`config.mk`:
```
export PLATFORM = sky130hd
export DESIGN_NAME = spectral_inverse_laplacian_filter
export DESIGN_NICKNAME = d
export VERILOG_FILES = /design/src/hdl/silf_pkg.sv /design/src/hdl/silf_pos.sv /design/src/hdl/silf_den.sv /design/src/hdl/silf_div.sv /design/src/hdl/silf_scale.sv /design/src/hdl/spectral_inverse_laplacian_filter.sv
export SDC_FILE = /design/constraint.sdc
export NUM_CORES = 2
export LEC_CHECK = 0
export BUFFER_PORTS_ARGS = -buffer_cell sky130_fd_sc_hd__buf_2
export CAP_MARGIN = 20
export CORE_MARGIN = 2
export CORE_UTILIZATION = 30
export CTS_CLUSTER_SIZE = 12
export DETAILED_ROUTE_END_ITERATION = 12
export PLACE_DENSITY = 0.42
export SETUP_SLACK_MARGIN = 0.3
export SLEW_MARGIN = 40
export SYNTH_ARGS = -nofsm -noshare
export SYNTH_HDL_FRONTEND = slang
export SYNTH_SLANG_ARGS = --single-unit
```
`constraint.sdc`:
```
create_clock -name i_clk -period 10.2 [get_ports i_clk]
set_input_delay 1.02 -clock i_clk [delete_from_list [all_inputs] [get_ports i_clk]]
set_output_delay 1.02 -clock i_clk [all_outputs]
set_load 0.03 [all_outputs]
```
`src/hdl/silf_pkg.sv`:
```
// Shared constants, register codes and types for the spectral inverse Laplacian filter.
package silf_pkg;

    localparam int DIM_MAX_DEF      = 512;
    localparam int SAMPLE_WIDTH_DEF = 24;

    localparam int SIZE_W    = 10;
    localparam int WORD_W    = 32;
    localparam int FRAC_W    = 16;
    localparam int CFG_IDX_W = 3;

    typedef enum logic [CFG_IDX_W-1:0] {
        REG_X_SIZE,
        REG_Y_SIZE,
        REG_Z_SIZE,
        REG_KX_STEP,
        REG_KY_STEP,
        REG_KZ_STEP,
        REG_ALPHA,
        REG_GAIN_NORM
    } t_cfg_reg;

    localparam logic [SIZE_W-1:0] X_SIZE_RST    = SIZE_W'(64);
    localparam logic [SIZE_W-1:0] Y_SIZE_RST    = SIZE_W'(64);
    localparam logic [SIZE_W-1:0] Z_SIZE_RST    = SIZE_W'(64);
    localparam logic [WORD_W-1:0] STEP_RST      = '0;
    localparam logic [WORD_W-1:0] ALPHA_RST     = WORD_W'(65536);
    localparam logic [WORD_W-1:0] GAIN_NORM_RST = WORD_W'(65536);

    // One gain bit, most significant first, from the divider to the scaler.
    typedef struct packed {
        logic vld;
        logic qb;
        logic fin;
    } t_qbit;

endpackage

```
`src/hdl/silf_pos.sv`:
```
// Bin position counters, size clamping and frequency folding.
module silf_pos #(
    parameter int DIM_MAX = silf_pkg::DIM_MAX_DEF
) (
    input  logic                               i_clk,
    input  logic                               i_rst_n,
    input  logic                               i_advance,
    input  logic [silf_pkg::SIZE_W-1:0]        i_x_size,
    input  logic [silf_pkg::SIZE_W-1:0]        i_y_size,
    input  logic [silf_pkg::SIZE_W-1:0]        i_z_size,
    output logic [$clog2(DIM_MAX)-1:0]         o_fold_i,
    output logic [$clog2(DIM_MAX)-1:0]         o_fold_j,
    output logic [$clog2(DIM_MAX)-1:0]         o_fold_k,
    output logic                               o_last
);
    import silf_pkg::*;

    localparam int IDX_W = $clog2(DIM_MAX);
    localparam int DIM_W = $clog2(DIM_MAX + 1);
    localparam int CMP_W = ((DIM_W > SIZE_W) ? DIM_W : SIZE_W) + 1;

    function automatic logic [DIM_W-1:0] eff_size(input logic [SIZE_W-1:0] v);
        logic [CMP_W-1:0] wide;
        wide = CMP_W'(v);
        if (v == '0) begin
            return DIM_W'(1);
        end else if (wide > CMP_W'(DIM_MAX)) begin
            return DIM_W'(DIM_MAX);
        end else begin
            return DIM_W'(v);
        end
    endfunction

    function automatic logic [IDX_W-1:0] fold(input logic [IDX_W-1:0] idx,
                                              input logic [DIM_W-1:0] size);
        logic [CMP_W-1:0] wi;
        logic [CMP_W-1:0] ws;
        wi = CMP_W'(idx);
        ws = CMP_W'(size);
        if (wi <= (ws >> 1)) begin
            return idx;
        end else if (wi < ws) begin
            return IDX_W'(ws - wi);
        end else begin
            return IDX_W'(wi - ws);
        end
    endfunction

    logic [IDX_W-1:0] r_x_idx;
    logic [IDX_W-1:0] r_y_idx;
    logic [IDX_W-1:0] r_z_idx;
    logic [DIM_W-1:0] eff_x;
    logic [DIM_W-1:0] eff_y;
    logic [DIM_W-1:0] eff_z;
    logic             x_last;
    logic             y_last;
    logic             z_last;

    always_comb begin
        eff_x  = eff_size(i_x_size);
        eff_y  = eff_size(i_y_size);
        eff_z  = eff_size(i_z_size);
        x_last = CMP_W'(r_x_idx) >= CMP_W'(eff_x >> 1);
        y_last = CMP_W'(r_y_idx) >= (CMP_W'(eff_y) - CMP_W'(1));
        z_last = CMP_W'(r_z_idx) >= (CMP_W'(eff_z) - CMP_W'(1));
    end

    assign o_fold_i = r_x_idx;
    assign o_fold_j = fold(r_y_idx, eff_y);
    assign o_fold_k = fold(r_z_idx, eff_z);
    assign o_last   = x_last & y_last & z_last;

    always_ff @(posedge i_clk) begin
        if (!i_rst_n) begin
            r_x_idx <= '0;
            r_y_idx <= '0;
            r_z_idx <= '0;
        end else if (i_advance) begin
            if (!x_last) begin
                r_x_idx <= r_x_idx + IDX_W'(1);
            end else begin
                r_x_idx <= '0;
                if (!y_last) begin
                    r_y_idx <= r_y_idx + IDX_W'(1);
                end else begin
                    r_y_idx <= '0;
                    r_z_idx <= z_last ? '0 : (r_z_idx + IDX_W'(1));
                end
            end
        end
    end

endmodule

```
`src/hdl/silf_den.sv`:
```
// Bit-serial multiply-accumulate of squared frequencies into the gain denominator.
module silf_den #(
    parameter int DIM_MAX = silf_pkg::DIM_MAX_DEF
) (
    input  logic                                          i_clk,
    input  logic                                          i_rst_n,
    input  logic                                          i_start,
    input  logic [$clog2(DIM_MAX)-1:0]                    i_fold_i,
    input  logic [$clog2(DIM_MAX)-1:0]                    i_fold_j,
    input  logic [$clog2(DIM_MAX)-1:0]                    i_fold_k,
    input  logic [silf_pkg::WORD_W-1:0]                   i_kx,
    input  logic [silf_pkg::WORD_W-1:0]                   i_ky,
    input  logic [silf_pkg::WORD_W-1:0]                   i_kz,
    input  logic [silf_pkg::WORD_W-1:0]                   i_alpha,
    output logic                                          o_done,
    output logic [2*$clog2(DIM_MAX)+silf_pkg::WORD_W+1:0] o_den
);
    import silf_pkg::*;

    localparam int IDX_W = $clog2(DIM_MAX);
    localparam int SQ_W  = 2 * IDX_W;
    localparam int HI_W  = WORD_W + 2;
    localparam int DEN_W = SQ_W + HI_W;
    localparam int CNT_W = $clog2(SQ_W + 1);

    logic             r_busy;
    logic             r_done;
    logic [CNT_W-1:0] r_cnt;
    logic [SQ_W-1:0]  r_sq_i;
    logic [SQ_W-1:0]  r_sq_j;
    logic [SQ_W-1:0]  r_sq_k;
    logic [HI_W-1:0]  r_hi;
    logic [SQ_W-1:0]  r_lo;
    logic [DEN_W-1:0] r_den;
    logic [HI_W:0]    n_sum;

    always_comb begin
        n_sum = (HI_W+1)'(r_hi)
              + (HI_W+1)'(r_sq_i[0] ? i_kx : '0)
              + (HI_W+1)'(r_sq_j[0] ? i_ky : '0)
              + (HI_W+1)'(r_sq_k[0] ? i_kz : '0);
    end

    always_ff @(posedge i_clk) begin
        if (!i_rst_n) begin
            r_busy <= 1'b0;
            r_done <= 1'b0;
            r_cnt  <= '0;
        end else begin
            r_done <= r_busy && !i_start && (r_cnt == CNT_W'(SQ_W));
            if (i_start) begin
                r_busy <= 1'b1;
                r_cnt  <= '0;
            end else if (r_busy) begin
                if (r_cnt == CNT_W'(SQ_W)) begin
                    r_busy <= 1'b0;
                end else begin
                    r_cnt <= r_cnt + CNT_W'(1);
                end
            end
        end
    end

    always_ff @(posedge i_clk) begin
        if (i_start) begin
            r_sq_i <= SQ_W'(i_fold_i) * SQ_W'(i_fold_i);
            r_sq_j <= SQ_W'(i_fold_j) * SQ_W'(i_fold_j);
            r_sq_k <= SQ_W'(i_fold_k) * SQ_W'(i_fold_k);
            r_hi   <= '0;
            r_lo   <= '0;
        end else if (r_busy) begin
            if (r_cnt == CNT_W'(SQ_W)) begin
                r_den <= {r_hi, r_lo} + DEN_W'(i_alpha);
            end else begin
                r_hi   <= n_sum[HI_W:1];
                r_lo   <= {n_sum[0], r_lo[SQ_W-1:1]};
                r_sq_i <= r_sq_i >> 1;
                r_sq_j <= r_sq_j >> 1;
                r_sq_k <= r_sq_k >> 1;
            end
        end
    end

    assign o_done = r_done;
    assign o_den  = r_den;

endmodule

```
`src/hdl/silf_div.sv`:
```
// Restoring divider that emits the saturated Q16.16 gain one bit per cycle, MSB first.
module silf_div #(
    parameter int DIM_MAX = silf_pkg::DIM_MAX_DEF
) (
    input  logic                                          i_clk,
    input  logic                                          i_rst_n,
    input  logic                                          i_start,
    input  logic [2*$clog2(DIM_MAX)+silf_pkg::WORD_W+1:0] i_den,
    input  logic [silf_pkg::WORD_W-1:0]                   i_norm,
    output silf_pkg::t_qbit                               o_q
);
    import silf_pkg::*;

    localparam int DEN_W = 2 * $clog2(DIM_MAX) + WORD_W + 2;
    localparam int CNT_W = $clog2(WORD_W);

    logic             r_busy;
    logic             r_sat;
    logic [CNT_W-1:0] r_cnt;
    logic [DEN_W-1:0] r_rem;
    logic [DEN_W-1:0] r_den;
    logic [WORD_W-1:0] r_num;
    t_qbit            r_q;
    logic [DEN_W:0]   trial;
    logic             fits;
    logic             n_sat;

    always_comb begin
        trial = {r_rem, r_num[WORD_W-1]};
        fits  = trial >= {1'b0, r_den};
        // quotient overflows 32 bits when den <= norm / 2^16, zero included
        n_sat = i_den <= DEN_W'(i_norm[WORD_W-1:FRAC_W]);
    end

    always_ff @(posedge i_clk) begin
        if (!i_rst_n) begin
            r_busy <= 1'b0;
            r_cnt  <= '0;
            r_q    <= '0;
        end else begin
            if (i_start) begin
                r_busy <= 1'b1;
                r_cnt  <= '0;
                r_q    <= '0;
            end else if (r_busy) begin
                r_q.vld <= 1'b1;
                r_q.qb  <= fits | r_sat;
                r_q.fin <= (r_cnt == CNT_W'(WORD_W - 1));
                r_cnt   <= r_cnt + CNT_W'(1);
                if (r_cnt == CNT_W'(WORD_W - 1)) begin
                    r_busy <= 1'b0;
                end
            end else begin
                r_q <= '0;
            end
        end
    end

    always_ff @(posedge i_clk) begin
        if (i_start) begin
            r_den <= i_den;
            r_sat <= n_sat;
            r_rem <= DEN_W'(i_norm[WORD_W-1:FRAC_W]);
            r_num <= {i_norm[FRAC_W-1:0], {(WORD_W-FRAC_W){1'b0}}};
        end else if (r_busy) begin
            r_rem <= fits ? DEN_W'(trial - {1'b0, r_den}) : DEN_W'(trial);
            r_num <= r_num << 1;
        end
    end

    assign o_q = r_q;

endmodule

```
`src/hdl/silf_scale.sv`:
```
// Serial gain multiply of both sample parts, floor shift and saturation.
module silf_scale #(
    parameter int SAMPLE_WIDTH = silf_pkg::SAMPLE_WIDTH_DEF
) (
    input  logic                           i_clk,
    input  logic                           i_rst_n,
    input  logic                           i_load,
    input  logic signed [SAMPLE_WIDTH-1:0] i_re,
    input  logic signed [SAMPLE_WIDTH-1:0] i_im,
    input  silf_pkg::t_qbit                i_q,
    output logic                           o_done,
    output logic signed [SAMPLE_WIDTH-1:0] o_re,
    output logic signed [SAMPLE_WIDTH-1:0] o_im
);
    import silf_pkg::*;

    localparam int ACC_W = SAMPLE_WIDTH + WORD_W;
    localparam int Q_W   = ACC_W - FRAC_W;

    function automatic logic signed [SAMPLE_WIDTH-1:0] sat(input logic signed [ACC_W-1:0] a);
        logic [Q_W-1:0] q;
        q = a[ACC_W-1:FRAC_W];
        if (q[Q_W-1:SAMPLE_WIDTH-1] == '0 || q[Q_W-1:SAMPLE_WIDTH-1] == '1) begin
            return q[SAMPLE_WIDTH-1:0];
        end else if (q[Q_W-1]) begin
            return {1'b1, {(SAMPLE_WIDTH-1){1'b0}}};
        end else begin
            return {1'b0, {(SAMPLE_WIDTH-1){1'b1}}};
        end
    endfunction

    logic                           r_done;
    logic signed [SAMPLE_WIDTH-1:0] r_x_re;
    logic signed [SAMPLE_WIDTH-1:0] r_x_im;
    logic signed [ACC_W-1:0]        r_acc_re;
    logic signed [ACC_W-1:0]        r_acc_im;

    always_ff @(posedge i_clk) begin
        if (!i_rst_n) begin
            r_done <= 1'b0;
        end else begin
            r_done <= i_q.vld & i_q.fin;
        end
    end

    always_ff @(posedge i_clk) begin
        if (i_load) begin
            r_x_re   <= i_re;
            r_x_im   <= i_im;
            r_acc_re <= '0;
            r_acc_im <= '0;
        end else if (i_q.vld) begin
            r_acc_re <= (r_acc_re <<< 1) + (i_q.qb ? ACC_W'(r_x_re) : '0);
            r_acc_im <= (r_acc_im <<< 1) + (i_q.qb ? ACC_W'(r_x_im) : '0);
        end
    end

    assign o_done = r_done;
    assign o_re   = sat(r_acc_re);
    assign o_im   = sat(r_acc_im);

endmodule

```
`src/hdl/spectral_inverse_laplacian_filter.sv`:
```
// Top level of the spectral inverse Laplacian filter: registers, sequencing and output stage.
// Each item passes the bit-serial denominator accumulate over the squared index bits and the
// 32-step gain divide; the input stalls until its result has entered the output register.
// The output register frees the input side while a result waits on a stalled consumer.
// Reset is synchronous, active low: registers return to defaults and the bin position to zero.
module spectral_inverse_laplacian_filter #(
    parameter int DIM_MAX      = silf_pkg::DIM_MAX_DEF,
    parameter int SAMPLE_WIDTH = silf_pkg::SAMPLE_WIDTH_DEF
) (
    input  logic                              i_clk,
    input  logic                              i_rst_n,
    input  logic                              i_cfg_we,
    input  logic [silf_pkg::CFG_IDX_W-1:0]    i_cfg_index,
    input  logic [silf_pkg::WORD_W-1:0]       i_cfg_data,
    input  logic                              i_in_valid,
    output logic                              o_in_stall,
    input  logic signed [SAMPLE_WIDTH-1:0]    i_bin_re,
    input  logic signed [SAMPLE_WIDTH-1:0]    i_bin_im,
    output logic                              o_out_valid,
    input  logic                              i_out_stall,
    output logic signed [SAMPLE_WIDTH-1:0]    o_out_re,
    output logic signed [SAMPLE_WIDTH-1:0]    o_out_im,
    output logic                              o_last_bin
);
    import silf_pkg::*;

    localparam int IDX_W = $clog2(DIM_MAX);
    localparam int DEN_W = 2 * IDX_W + WORD_W + 2;

    typedef enum logic [1:0] {
        S_IDLE,
        S_DEN,
        S_DIV,
        S_OUT
    } t_state;

    t_state                   r_state;
    logic                     r_out_valid;
    logic signed [SAMPLE_WIDTH-1:0] r_out_re;
    logic signed [SAMPLE_WIDTH-1:0] r_out_im;
    logic                     r_out_last;
    logic                     r_last;

    logic [SIZE_W-1:0]        r_x_size;
    logic [SIZE_W-1:0]        r_y_size;
    logic [SIZE_W-1:0]        r_z_size;
    logic [WORD_W-1:0]        r_kx;
    logic [WORD_W-1:0]        r_ky;
    logic [WORD_W-1:0]        r_kz;
    logic [WORD_W-1:0]        r_alpha;
    logic [WORD_W-1:0]        r_norm;

    logic                     accept;
    logic [IDX_W-1:0]         fold_i;
    logic [IDX_W-1:0]         fold_j;
    logic [IDX_W-1:0]         fold_k;
    logic                     pos_last;
    logic                     den_done;
    logic [DEN_W-1:0]         den;
    t_qbit                    qbit;
    logic                     scale_done;
    logic signed [SAMPLE_WIDTH-1:0] scaled_re;
    logic signed [SAMPLE_WIDTH-1:0] scaled_im;

    assign o_in_stall = (r_state != S_IDLE);
    assign accept     = i_in_valid & ~o_in_stall;

    always_ff @(posedge i_clk) begin
        if (!i_rst_n) begin
            r_x_size <= X_SIZE_RST;
            r_y_size <= Y_SIZE_RST;
            r_z_size <= Z_SIZE_RST;
            r_kx     <= STEP_RST;
            r_ky     <= STEP_RST;
            r_kz     <= STEP_RST;
            r_alpha  <= ALPHA_RST;
            r_norm   <= GAIN_NORM_RST;
        end else if (i_cfg_we) begin
            case (t_cfg_reg'(i_cfg_index))
                REG_X_SIZE:    r_x_size <= i_cfg_data[SIZE_W-1:0];
                REG_Y_SIZE:    r_y_size <= i_cfg_data[SIZE_W-1:0];
                REG_Z_SIZE:    r_z_size <= i_cfg_data[SIZE_W-1:0];
                REG_KX_STEP:   r_kx     <= i_cfg_data;
                REG_KY_STEP:   r_ky     <= i_cfg_data;
                REG_KZ_STEP:   r_kz     <= i_cfg_data;
                REG_ALPHA:     r_alpha  <= i_cfg_data;
                REG_GAIN_NORM: r_norm   <= i_cfg_data;
                default: begin
                end
            endcase
        end
    end

    silf_pos #(
        .DIM_MAX (DIM_MAX)
    ) u_pos (
        .i_clk     (i_clk),
        .i_rst_n   (i_rst_n),
        .i_advance (accept),
        .i_x_size  (r_x_size),
        .i_y_size  (r_y_size),
        .i_z_size  (r_z_size),
        .o_fold_i  (fold_i),
        .o_fold_j  (fold_j),
        .o_fold_k  (fold_k),
        .o_last    (pos_last)
    );

    silf_den #(
        .DIM_MAX (DIM_MAX)
    ) u_den (
        .i_clk    (i_clk),
        .i_rst_n  (i_rst_n),
        .i_start  (accept),
        .i_fold_i (fold_i),
        .i_fold_j (fold_j),
        .i_fold_k (fold_k),
        .i_kx     (r_kx),
        .i_ky     (r_ky),
        .i_kz     (r_kz),
        .i_alpha  (r_alpha),
        .o_done   (den_done),
        .o_den    (den)
    );

    silf_div #(
        .DIM_MAX (DIM_MAX)
    ) u_div (
        .i_clk   (i_clk),
        .i_rst_n (i_rst_n),
        .i_start (den_done),
        .i_den   (den),
        .i_norm  (r_norm),
        .o_q     (qbit)
    );

    silf_scale #(
        .SAMPLE_WIDTH (SAMPLE_WIDTH)
    ) u_scale (
        .i_clk   (i_clk),
        .i_rst_n (i_rst_n),
        .i_load  (accept),
        .i_re    (i_bin_re),
        .i_im    (i_bin_im),
        .i_q     (qbit),
        .o_done  (scale_done),
        .o_re    (scaled_re),
        .o_im    (scaled_im)
    );

    always_ff @(posedge i_clk) begin
        if (!i_rst_n) begin
            r_state     <= S_IDLE;
            r_out_valid <= 1'b0;
            r_last      <= 1'b0;
        end else begin
            if (r_out_valid && !i_out_stall && (r_state != S_OUT)) begin
                r_out_valid <= 1'b0;
            end
            case (r_state)
                S_IDLE: begin
                    if (accept) begin
                        r_last  <= pos_last;
                        r_state <= S_DEN;
                    end
                end
                S_DEN: begin
                    if (den_done) begin
                        r_state <= S_DIV;
                    end
                end
                S_DIV: begin
                    if (scale_done) begin
                        r_state <= S_OUT;
                    end
                end
                S_OUT: begin
                    // hold until the output register is free
                    if (!r_out_valid || !i_out_stall) begin
                        r_out_valid <= 1'b1;
                        r_out_re    <= scaled_re;
                        r_out_im    <= scaled_im;
                        r_out_last  <= r_last;
                        r_state     <= S_IDLE;
                    end
                end
                default: begin
                    r_state <= S_IDLE;
                end
            endcase
        end
    end

    assign o_out_valid = r_out_valid;
    assign o_out_re    = r_out_re;
    assign o_out_im    = r_out_im;
    assign o_last_bin  = r_out_last;

endmodule

```
==> impl_metrics.env <==
export IMPL_period_share_pct=89.80
export IMPL_drc=0
export IMPL_setup_viol=0
export IMPL_initialDrtViolationCount=2060
export IMPL_cts_clk_slew_worst_paths_ns=0.06
export IMPL_critPathLaunch="r_y_size[3]"
export IMPL_rows=150
export IMPL_hold_violations=0
export IMPL_die_area_sq_mm=0.1708
export IMPL_synth_fp_nets=6346
export IMPL_syn_area_sq_mm=0.05024
export IMPL_vias=38740
export IMPL_crit_arrival_ns=9.58
export IMPL_timing_rr_start="r_y_size[3]"
export IMPL_ys_types=92
export IMPL_io_buffers=138
export IMPL_tightest_slew_ns=0.8658
export IMPL_gp_congestion=0.8315
export IMPL_syn_avg_cell_area_sq_um=8.898
export IMPL_layout_cells_non_filler=7988
export IMPL_clock_latency_ns=0.71
export IMPL_grtUsageMet1_pct=23.06
export IMPL_grt_met3_usage_pct=1.975
export IMPL_p_leak_nw=23.89
export IMPL_cts_sinks=726
export IMPL_grt_overflow_total=0
export IMPL_yosys_register_bits=726
export IMPL_antenna_found_initial=4
export IMPL_synth_flop_cell="dfxtp_1"
export IMPL_firstDrtPassIters=5
export IMPL_max_stage_delay_ns=0.59
export IMPL_totalWireLength_microns=138700
export IMPL_grtUsageTotal_pct=16.22
export IMPL_startpoint_type="flop"
export IMPL_power_density_mw_per_mm2=139.4
export IMPL_synth_async_reset_ratio_pct=0
export IMPL_crit_required_ns=10.62
export IMPL_antenna_left=0
export IMPL_fin_crit_ns=9.160
export IMPL_htreeDepth=3
export IMPL_start_util_pct=30.14
export IMPL_numCtsBuffers=94
export IMPL_crit_fanout=6
export IMPL_cts_hold_buf=0
export IMPL_crit_type="reg -> reg"
export IMPL_dp_hpwl_microns=100900
export IMPL_whs_ns=0.4432
export IMPL_status="complete, no violations"
export IMPL_grt_busiest_layer="met2"
export IMPL_grt_max_degree=90
export IMPL_met2_usage_pct=25.85
export IMPL_clock_path_buffers=3
export IMPL_tns_ns=0
export IMPL_vias_per_cell=4.849
export IMPL_drive_gt1_share_pct=7.905
export IMPL_ys_seq_area_share_pct=34.67
export IMPL_slowest_stage="fa_1"
export IMPL_nets=6401
export IMPL_synth_edff_count=288
export IMPL_first_global_vias=38970
export IMPL_cts_tree="yes"
export IMPL_holdCritPathClass="reg -> reg"
export IMPL_io_pins=139
export IMPL_max_cap_viol_count=0
export IMPL_ir_worst_vdd_uv=146.7
export IMPL_avgRoutedWirePerCell_microns=17.37
export IMPL_fp_dieW_microns=413.2
export IMPL_grt_pass1_wl_microns=221400
export IMPL_crit_path_frequent_cell="inv_1"
export IMPL_cts_root_buf="clkbuf_16"
export IMPL_max_slew_margin_pct=41.37
export IMPL_coreArea_sq_mm=0.1667
export IMPL_rsz0062_at_grt="no"
export IMPL_die_y_microns=413.2
export IMPL_yosys_warnings=0
export IMPL_dpl_cell_count=7808
export IMPL_drv_slew=0
export IMPL_worstHoldStart="r_last"
export IMPL_utilization_pct=33.92
export IMPL_synth_cells=5646
export IMPL_clock_skew_ns=0.02755
export IMPL_end_kind="flop"
export IMPL_area_growth_pct=12.54
export IMPL_fmax_mhz=109.2
==> logic make-up after synthesis <==
group | share of synthesized area [%]
buf+inv | 5.432
mux | 3.611
fa+ha+maj | 17.84
compound gates | 17.14
xor+xnor | 5.178
flops | 34.67
simple gates | 16.13
==> where the power goes <==
part,switching (mW),total [mW],internal [mW]
clock network,1.40,3.51,2.12
registers,0.137,3.42,3.29
logic,0.677,0.943,0.267
total,2.21,7.88,5.67
==> cells in the mapped netlist, types with 29 or more instances <==
cell	instances	area, sq um
nand3_1	78	390.4
dfxtp_1	438	8768
a21oi_1	325	1627
o21ai_0	269	1346
a211oi_1	61	457.9
a21o_1	150	1126
a31oi_1	44	275.3
a21boi_0	201	1509
o21bai_1	29	217.7
nor2b_1	59	369.1
nor3_1	61	305.3
ha_1	438	5480
inv_1	473	1775
xor2_1	103	902.1
fa_1	174	3483
xnor2_1	194	1699
nand2b_1	61	381.6
or2_2	30	187.7
edfxtp_1	288	8648
nor2_1	403	1513
clkbuf_1	201	754.5
and2_1	101	631.9
nor4_1	31	193.9
nand4_1	58	362.9
o21a_1	44	330.3
mux2_2	34	382.9
nand2_1	826	3100
mux2i_1	129	1291
and3_1	37	231.5
==> layer usage <==
layer	vias to the layer above	wire length (microns)
li1	19620	-
met1	18540	69570
met2	424	62150
met3	156	3960
met4	0	3052
met5	-	0
==> worst paths after layout <==
path | end | slack (ns) | cells after the start
hold / removal | o_last_bin | 0.44 | 0
hold reg to reg | o_last_bin | 0.44 | 0
setup reg to reg | u_den.r_sq_j[17] | 1.04 | 39
setup / recovery | u_den.r_sq_j[17] | 1.04 | 39
==> registers in the layout (all words and copies together) (netlist names), 34 cells and up <==
signal	flops
u_scale.r_acc_re	56
u_den.o_den	52
u_div.r_rem	52
u_scale.r_acc_im	56
u_div.r_den	52
u_den.r_hi	34
==> stage by stage <==
| step | total power [mW] | worst slack (ns) | instance area, sq um |
|---|---|---|---|
| floorplan | 4.046 | 1.599 | 50240 |
| finish | 7.880 | 1.040 | 56540 |
| global route | 8.259 | 0.3579 | 56530 |
| detailed placement | 4.444 | 1.076 | 53250 |
| CTS | 8.045 | 1.042 | 56500 |
| global placement | 4.444 | 1.180 | 53230 |
==> worst max-delay path, delay by kind of cell (launching register included) <==
family	cells	cell delay, ns
compound gates	17	3.25
fa+ha+maj	7	2.74
simple gates	6	1.37
mux	2	0.50
buf+inv	6	0.49
flops	1	0.36
xor+xnor	1	0.18
==> timing repair <==
action | CTS | global route
resized for setup | 0 | 1
endpoints found under the setup margin | 0 | 1
setup buffers | 0 | 0
hold endpoints to repair | 0 | 0
==> placed cells by master (no fill, tap or decap), types with 30 or more instances in the layout <==
cell / netlist / layout
nand2b_1: 61 / 61
nor4_1: 31 / 31
buf_2: 12 / 137
inv_1: 473 / 472
a211oi_1: 61 / 61
a21oi_1: 325 / 324
nand2_1: 826 / 825
xnor2_1: 194 / 194
nor2b_1: 59 / 59
xor2_1: 103 / 103
fa_1: 174 / 174
a21o_1: 150 / 150
a21boi_0: 201 / 200
and2_1: 101 / 101
edfxtp_1: 288 / 288
nand3_1: 78 / 78
or2_2: 30 / 30
nor3_1: 61 / 60
nand4_1: 58 / 58
mux2i_1: 129 / 126
mux2_2: 34 / 34
o21ai_0: 269 / 269
nor2_1: 403 / 397
dfxtp_1: 438 / 434
clkbuf_16: 0 / 98
buf_4: 4 / 54
a31oi_1: 44 / 44
o21a_1: 44 / 44
and3_1: 37 / 36
ha_1: 438 / 438
==> layout make-up <==
class | instances | area (sq um)
inverter | 475 | 1790
antenna | 3 | 7.507
tap | 2204 | 2758
multi-input combinational | 4208 | 30150
fill | 17450 | 110100
clock inverter | 51 | 616.8
sequential | 726 | 17430
clock buffer | 125 | 2624
timing repair buffer | 196 | 1165
Power figures use the tool's default switching activity.
